==> src/hdl/lcc_pkg.sv <==
package lcc_pkg;

   localparam int CARD_WIDTH         = 64;
   localparam int BCD_DIGITS         = 20;
   localparam int BCD_WIDTH          = 4 * BCD_DIGITS;
   localparam int DD_STEPS_PER_STAGE = 8;
   localparam int DD_STAGES          = CARD_WIDTH / DD_STEPS_PER_STAGE;
   localparam int MAX_DIGITS_DEFAULT = 19;
   localparam int COUNT_WIDTH        = 5;
   localparam int SUM_WIDTH          = 8;

   localparam logic [1:0] CLASS_NONE   = 2'd0;
   localparam logic [1:0] CLASS_PFX5X  = 2'd1;
   localparam logic [1:0] CLASS_PFX3X  = 2'd2;
   localparam logic [1:0] CLASS_LEAD4  = 2'd3;

   typedef logic [3:0] digit_type;
   typedef digit_type [BCD_DIGITS-1:0] digit_array_type;

   typedef struct packed {
      logic [BCD_WIDTH-1:0]  bcd;
      logic [CARD_WIDTH-1:0] bin;
   } dd_type;

   // Eight double-dabble iterations: add three to every digit of five or more, then shift.
   function automatic dd_type dd_step8(input dd_type din);
      dd_type d;
      d = din;
      for (int s = 0; s < DD_STEPS_PER_STAGE; s++) begin
         for (int k = 0; k < BCD_DIGITS; k++) begin
            if (d.bcd[4*k +: 4] >= 4'd5) begin
               d.bcd[4*k +: 4] = d.bcd[4*k +: 4] + 4'd3;
            end
         end
         d = {d.bcd[BCD_WIDTH-2:0], d.bin, 1'b0};
      end
      return d;
   endfunction

   function automatic logic [3:0] mod10(input logic [SUM_WIDTH-1:0] v);
      logic [SUM_WIDTH-1:0] r;
      r = v;
      if (r >= 8'd160) r = r - 8'd160;
      if (r >= 8'd80)  r = r - 8'd80;
      if (r >= 8'd40)  r = r - 8'd40;
      if (r >= 8'd20)  r = r - 8'd20;
      if (r >= 8'd10)  r = r - 8'd10;
      return r[3:0];
   endfunction

endpackage

==> src/hdl/luhn_card_number_check.sv <==
// Luhn mod-10 card number checker with prefix classification. One transaction per
// cycle is accepted while the pipeline is not held, and its results leave in order. The
// data passes through eleven register stages: eight stages of binary-to-decimal
// conversion (eight double-dabble shifts each), two stages forming the digit count,
// the Luhn sum and the checksum test, and the output register holding checksum and
// class. The whole pipeline holds while a result waits under rsp_stall. Numbers of
// MAX_DIGITS+1 digits or more report that count with checksum and class cleared.
module luhn_card_number_check #(
   parameter int MAX_DIGITS = lcc_pkg::MAX_DIGITS_DEFAULT
) (
   input  logic                            clock,
   input  logic                            reset,
   input  logic                            req_valid,
   output logic                            req_stall,
   input  logic [lcc_pkg::CARD_WIDTH-1:0]  req_card_number,
   output logic                            rsp_valid,
   input  logic                            rsp_stall,
   output logic [1:0]                      rsp_card_class,
   output logic                            rsp_checksum_ok,
   output logic [lcc_pkg::COUNT_WIDTH-1:0] rsp_digit_count
);
   import lcc_pkg::*;

   logic   advance;
   dd_type dd_ff [DD_STAGES];
   dd_type dd_in [DD_STAGES];
   logic   dd_vld_ff [DD_STAGES];

   logic                   l1_vld_ff, l2_vld_ff;
   logic [SUM_WIDTH-1:0]   l1_sum_lo_ff, l1_sum_hi_ff, l1_sum_lo_in, l1_sum_hi_in;
   logic [COUNT_WIDTH-1:0] l1_count_ff, l1_count_in, l2_count_ff;
   logic                   l1_ovf_ff, l1_ovf_in, l2_ovf_ff;
   digit_type              l1_hi_ff, l1_lo_ff, l1_hi_in, l1_lo_in, l2_hi_ff, l2_lo_ff;
   logic                   l2_ok_ff, l2_ok_in;

   logic [1:0]             rsp_class_ff, rsp_class_in;
   logic                   rsp_ok_ff, rsp_ok_in, rsp_valid_ff;
   logic [COUNT_WIDTH-1:0] rsp_count_ff;

   digit_array_type        digits;

   assign advance   = !rsp_valid_ff || !rsp_stall;
   assign req_stall = !advance;

   always_comb begin
      dd_in[0] = dd_step8({{BCD_WIDTH{1'b0}}, req_card_number});
      for (int s = 1; s < DD_STAGES; s++) begin
         dd_in[s] = dd_step8(dd_ff[s-1]);
      end
   end

   always_ff @(posedge clock) begin
      if (advance) begin
         for (int s = 0; s < DD_STAGES; s++) begin
            dd_ff[s] <= dd_in[s];
         end
      end
   end

   always_ff @(posedge clock) begin
      if (reset) begin
         for (int s = 0; s < DD_STAGES; s++) begin
            dd_vld_ff[s] <= 1'b0;
         end
      end else if (advance) begin
         dd_vld_ff[0] <= req_valid;
         for (int s = 1; s < DD_STAGES; s++) begin
            dd_vld_ff[s] <= dd_vld_ff[s-1];
         end
      end
   end

   assign digits = dd_ff[DD_STAGES-1].bcd;

   // Digit count, overflow, the two leading digits and the two halves of the Luhn sum.
   always_comb begin
      logic [COUNT_WIDTH-1:0] top;
      logic [COUNT_WIDTH-1:0] hi_idx;
      digit_type              m;
      top       = COUNT_WIDTH'(1);
      l1_ovf_in = 1'b0;
      for (int k = 0; k < BCD_DIGITS; k++) begin
         if (digits[k] != 4'd0) begin
            if (k >= MAX_DIGITS) begin
               l1_ovf_in = 1'b1;
            end else begin
               top = COUNT_WIDTH'(k + 1);
            end
         end
      end
      l1_count_in = l1_ovf_in ? COUNT_WIDTH'(MAX_DIGITS + 1) : top;
      hi_idx      = top - COUNT_WIDTH'(1);
      l1_hi_in    = digits[hi_idx];
      l1_lo_in    = (top >= COUNT_WIDTH'(2)) ? digits[hi_idx - COUNT_WIDTH'(1)] : 4'd0;
      l1_sum_lo_in = '0;
      l1_sum_hi_in = '0;
      for (int k = 0; k < BCD_DIGITS; k++) begin
         m = digits[k];
         if (k % 2 == 1) begin
            m = (digits[k] >= 4'd5) ? 4'((digits[k] << 1) - 4'd9) : 4'(digits[k] << 1);
         end
         if (k < BCD_DIGITS / 2) begin
            l1_sum_lo_in = l1_sum_lo_in + SUM_WIDTH'(m);
         end else begin
            l1_sum_hi_in = l1_sum_hi_in + SUM_WIDTH'(m);
         end
      end
   end

   assign l2_ok_in = (mod10(l1_sum_lo_ff + l1_sum_hi_ff) == 4'd0) && !l1_ovf_ff;

   always_comb begin
      rsp_ok_in    = l2_ok_ff;
      rsp_class_in = CLASS_NONE;
      if (l2_ok_ff) begin
         if (l2_count_ff == COUNT_WIDTH'(16) && l2_hi_ff == 4'd5 &&
             l2_lo_ff >= 4'd1 && l2_lo_ff <= 4'd5) begin
            rsp_class_in = CLASS_PFX5X;
         end else if (l2_count_ff == COUNT_WIDTH'(15) && l2_hi_ff == 4'd3 &&
                      (l2_lo_ff == 4'd4 || l2_lo_ff == 4'd7)) begin
            rsp_class_in = CLASS_PFX3X;
         end else if ((l2_count_ff == COUNT_WIDTH'(16) || l2_count_ff == COUNT_WIDTH'(13)) &&
                      l2_hi_ff == 4'd4) begin
            rsp_class_in = CLASS_LEAD4;
         end
      end
   end

   always_ff @(posedge clock) begin
      if (advance) begin
         l1_sum_lo_ff <= l1_sum_lo_in;
         l1_sum_hi_ff <= l1_sum_hi_in;
         l1_count_ff  <= l1_count_in;
         l1_ovf_ff    <= l1_ovf_in;
         l1_hi_ff     <= l1_hi_in;
         l1_lo_ff     <= l1_lo_in;
         l2_ok_ff     <= l2_ok_in;
         l2_count_ff  <= l1_count_ff;
         l2_ovf_ff    <= l1_ovf_ff;
         l2_hi_ff     <= l1_hi_ff;
         l2_lo_ff     <= l1_lo_ff;
         rsp_ok_ff    <= rsp_ok_in;
         rsp_class_ff <= l2_ovf_ff ? CLASS_NONE : rsp_class_in;
         rsp_count_ff <= l2_count_ff;
      end
   end

   always_ff @(posedge clock) begin
      if (reset) begin
         l1_vld_ff    <= 1'b0;
         l2_vld_ff    <= 1'b0;
         rsp_valid_ff <= 1'b0;
      end else if (advance) begin
         l1_vld_ff    <= dd_vld_ff[DD_STAGES-1];
         l2_vld_ff    <= l1_vld_ff;
         rsp_valid_ff <= l2_vld_ff;
      end
   end

   assign rsp_valid       = rsp_valid_ff;
   assign rsp_card_class  = rsp_class_ff;
   assign rsp_checksum_ok = rsp_ok_ff;
   assign rsp_digit_count = rsp_count_ff;

endmodule
==> config.mk <==
export PLATFORM = sky130hd
export DESIGN_NAME = luhn_card_number_check
export DESIGN_NICKNAME = d
export VERILOG_FILES = /design/src/hdl/lcc_pkg.sv /design/src/hdl/luhn_card_number_check.sv
export SDC_FILE = /design/constraint.sdc
export NUM_CORES = 2
export LEC_CHECK = 0
export BUFFER_PORTS_ARGS = -buffer_cell sky130_fd_sc_hd__buf_2
export CAP_MARGIN = 40
export CORE_MARGIN = 2
export CORE_UTILIZATION = 45
export CTS_CLUSTER_DIAMETER = 200
export DETAILED_ROUTE_END_ITERATION = 6
export PLACE_DENSITY_LB_ADDON = 0.2
export SKIP_CTS_REPAIR_TIMING = 1
export SLEW_MARGIN = 20
export SYNTH_ARGS = -nofsm -noshare
export SYNTH_HDL_FRONTEND = slang
export SYNTH_SLANG_ARGS = --single-unit
==> constraint.sdc <==
create_clock -name clock -period 21.2 [get_ports clock]
set_input_delay 1.06 -clock clock [delete_from_list [all_inputs] [get_ports clock]]
set_output_delay 1.06 -clock clock [all_outputs]
set_load 0.01 [all_outputs]
==> flow_summary_export.csv <==
group,metric,value,unit
status,status,"finished clean",
sta,drv_slew,0,
logic_synthesis,synth_xor_area_frac,0.0578,
worst_setup_path,crit_path_max_incr_delay,530,ps
final_layout,drive_above_1_share,0.0942,
routing,vias_per_cell,6.01,
worst_setup_path,crit_path_frequent_cell,"ha_1",
final_layout,mostFrequentLayoutCell,"a21oi_1",
place,port_buffers,77,
logic_synthesis,avgSynthCellArea,7.84,µm²
sta,finalCritPeriodShare,0.380,
sta,finalSetupViolations,0,
routing,dr.pass1.iters,6,
grt,overflow,0,
logic_synthesis,netlist_instances,13000,
clocking,clk_latency,760,ps
routing,antenna_left,0,
logic_synthesis,synth.distinct_cells,158,
floorplanning,rows,174,
final_layout,final_nets,13600,
clocking,path_clk_slew,70,ps
routing,vias,95700,
worst_setup_path,crit_path_top_delay_cell,"or4_1",
worst_setup_path,required,21670,ps
place,place_ws,13230,ps
worst_setup_path,cp_max_fo,11,
logic_synthesis,synth_compound_area_frac,0.331,
logic_synthesis,synthMuxAreaShare,0.0733,
logic_synthesis,ys.flop_type,"edfxtp_1",
routing,wl_per_cell,14.2,µm
floorplanning,dieArea,0.230,mm²
final_layout,area_growth,6.19,%
floorplanning,die_w,480,µm
sta,relSlewSlack,0.237,
worst_setup_path,worstSetupPathType,"reg -> reg",
grt,grt_pass1_vias,88400,
logic_synthesis,synth_warnings,0,
sta,rsz0062_at_grt,"false",
clocking,cts_sinks,662,
floorplanning,initial_utilization,0.453,
final_layout,fin_util,0.481,
sta,whs,411,ps
routing,wirelength,226000,µm
worst_setup_path,cp-start-kind,"flop",
clocking,cts_htree_levels,3,
place,hpwl,172000,µm
worst_setup_path,r2r_start,"dd_ff[0][356]$_DFFE_PN_",
place,globalplace.congestion,0.855,
sta,period_needed,8050,ps
logic_synthesis,yosys.area_share.simple,0.203,
logic_synthesis,syn_nets,13700,
sta,fmax,0.124,GHz
clocking,numCtsBuffers,87,
routing,initialDrtViolationCount,5877,
logic_synthesis,synth-adder-area-share,0.0928,
logic_synthesis,ys_seq_area_frac,0.195,
worst_hold_path,hp-start,"dd_ff[0][181]$_DFFE_PN_",
grt,track_usage,0.187,
sta,setup_slack,13150,ps
logic_synthesis,synth-edff-count,659,
floorplanning,io_pins,78,
floorplanning,die_h,480,µm
final_layout,layout_common_cells,"a21oi_1, nor2_1, nand2_1",
worst_setup_path,cp.arrival,8520,ps
worst_hold_path,worst_hold_path_type,"reg -> reg",
sta,tns,0,ps
worst_setup_path,crit_path_end_kind,"flop",
clocking,tritoncts,"built",
logic_synthesis,syn-cell-area,0.102,mm²
routing,drc,0,
sta,worstMarginPinSlew,1140,ps
logic_synthesis,async_reset_ff_frac,0,
sta,hold_viol_final,0,
grt,antenna_found_initial,3,
run,max_cap_violations,0,
logic_synthesis,synth-seq-cells,662,
clocking,clockRootBuffer,"clkbuf_16",
floorplanning,fp.coreArea,0.225,mm²
sta,fin_worst_skew,62.4,ps
grt,grt_max_degree,169,
grt,grt_pass1_wl,392000,µm
worst_setup_path,critPathLaunch,"dd_ff[0][356]$_DFFE_PN_",
clocking,cts_buffer_depth,3,
logic_synthesis,synth_top_family_by_area,"compound AO/OA/AOI/OAI gates",
[path summary, 6_finish.rpt]
check | endpoint | slack [ps] | depth (start not counted)
worst max-delay path | dd_ff[0][502]$_DFFE_PN_ | 13150 | 34
worst max register to register | dd_ff[0][502]$_DFFE_PN_ | 13150 | 34
worst min-delay path | dd_ff[0][325]$_DFFE_PN_ | 410 | 0
worst min register to register | dd_ff[0][325]$_DFFE_PN_ | 410 | 0
[final cells by class]
class | instances | area, µm²
Antenna cell | 1 | 2.50
Clock buffer | 95 | 2210
Clock inverter | 66 | 801
Fill cell | 21400 | 117000
Inverter | 898 | 3370
Multi-Input combinational cell | 11100 | 77200
Sequential cell | 662 | 19800
Tap cell | 2992 | 3740
Timing Repair Buffer | 147 | 941
[Yosys cell counts (all sizes together), types with 109 or more instances]
library cell  number  share of area
o21ai           1043          0.052
a21oi           1136          0.059
o21a             202          0.015
mux2i            378          0.038
edfxtp           659           0.19
nand2           1043          0.039
mux2             253          0.028
a211oi           259          0.020
ha               627          0.077
inv              893          0.033
nor3             379          0.019
nand2b           277          0.017
nor3b            113         0.0085
a31oi            241          0.016
o21bai           119         0.0088
clkbuf           260         0.0096
o22ai            148         0.0091
o31ai            120         0.0098
nand3            345          0.017
xnor2            460          0.044
xor2             146          0.013
and2             183          0.011
and3             109         0.0067
nor2b            129         0.0079
a21o             202          0.015
nor2            1050          0.039
o211ai           222          0.017
or2              155         0.0096
[flip-flops by register name (all words and copies together) (netlist names)]
name             flops
l1_sum_lo_ff         8
rsp_checksum_ok      1
dd_vld_ff            8
l1_count_ff          5
rsp_card_class       2
l2_vld_ff            1
rsp_valid            1
l1_sum_hi_ff         8
l2_count_ff          5
l2_ok_ff             1
l1_hi_ff             4
l1_ovf_ff            1
rsp_digit_count      5
l2_ovf_ff            1
dd_ff              598
l2_hi_ff             4
l2_lo_ff             4
l1_lo_ff             4
l1_vld_ff            1
[stage by stage]
step / std cells / area (µm²)
floorplan: 13000 / 102000
global placement: 15700 / 105000
detailed placement: 15800 / 105000
CTS: 15900 / 108000
global route: 15900 / 108000
finish: 15900 / 108000
[worst max-delay path, delay by kind of cell, from the launching register on]
kind | cells | cell delay (ps)
xor gates and xnor gates | 1 | 230
buffers and inverters | 4 | 340
and+or+nand+nor | 7 | 1870
DFF | 1 | 440
adders and majority gates | 6 | 1390
AOI/OAI and AO/OA | 13 | 2630
muxes | 3 | 910
[cells by family (layout without fill, tap and decap cells)]
family | Yosys count | after routing
AO/OA/AOI/OAI | 4900 | 4900
AND/OR/NAND/NOR | 4178 | 4178
buffers and inverters | 1238 | 1206
adder cells (fa/ha/maj) | 727 | 727
multiplexers | 664 | 664
flip-flops | 662 | 662
XOR/XNOR | 610 | 610
other | 0 | 1
[per-layer routing]
layer,vias to the layer above,GRT usage,routed length [µm]
li1,49100,-,-
met1,44900,0.242,107000
met4,0,0.0405,3820
met3,236,0.0178,6060
met5,-,0,0
met2,1449,0.336,109000
Power is not shown: default switching activity piles up to over one toggle a cycle in this logic, so the estimate is an artifact.
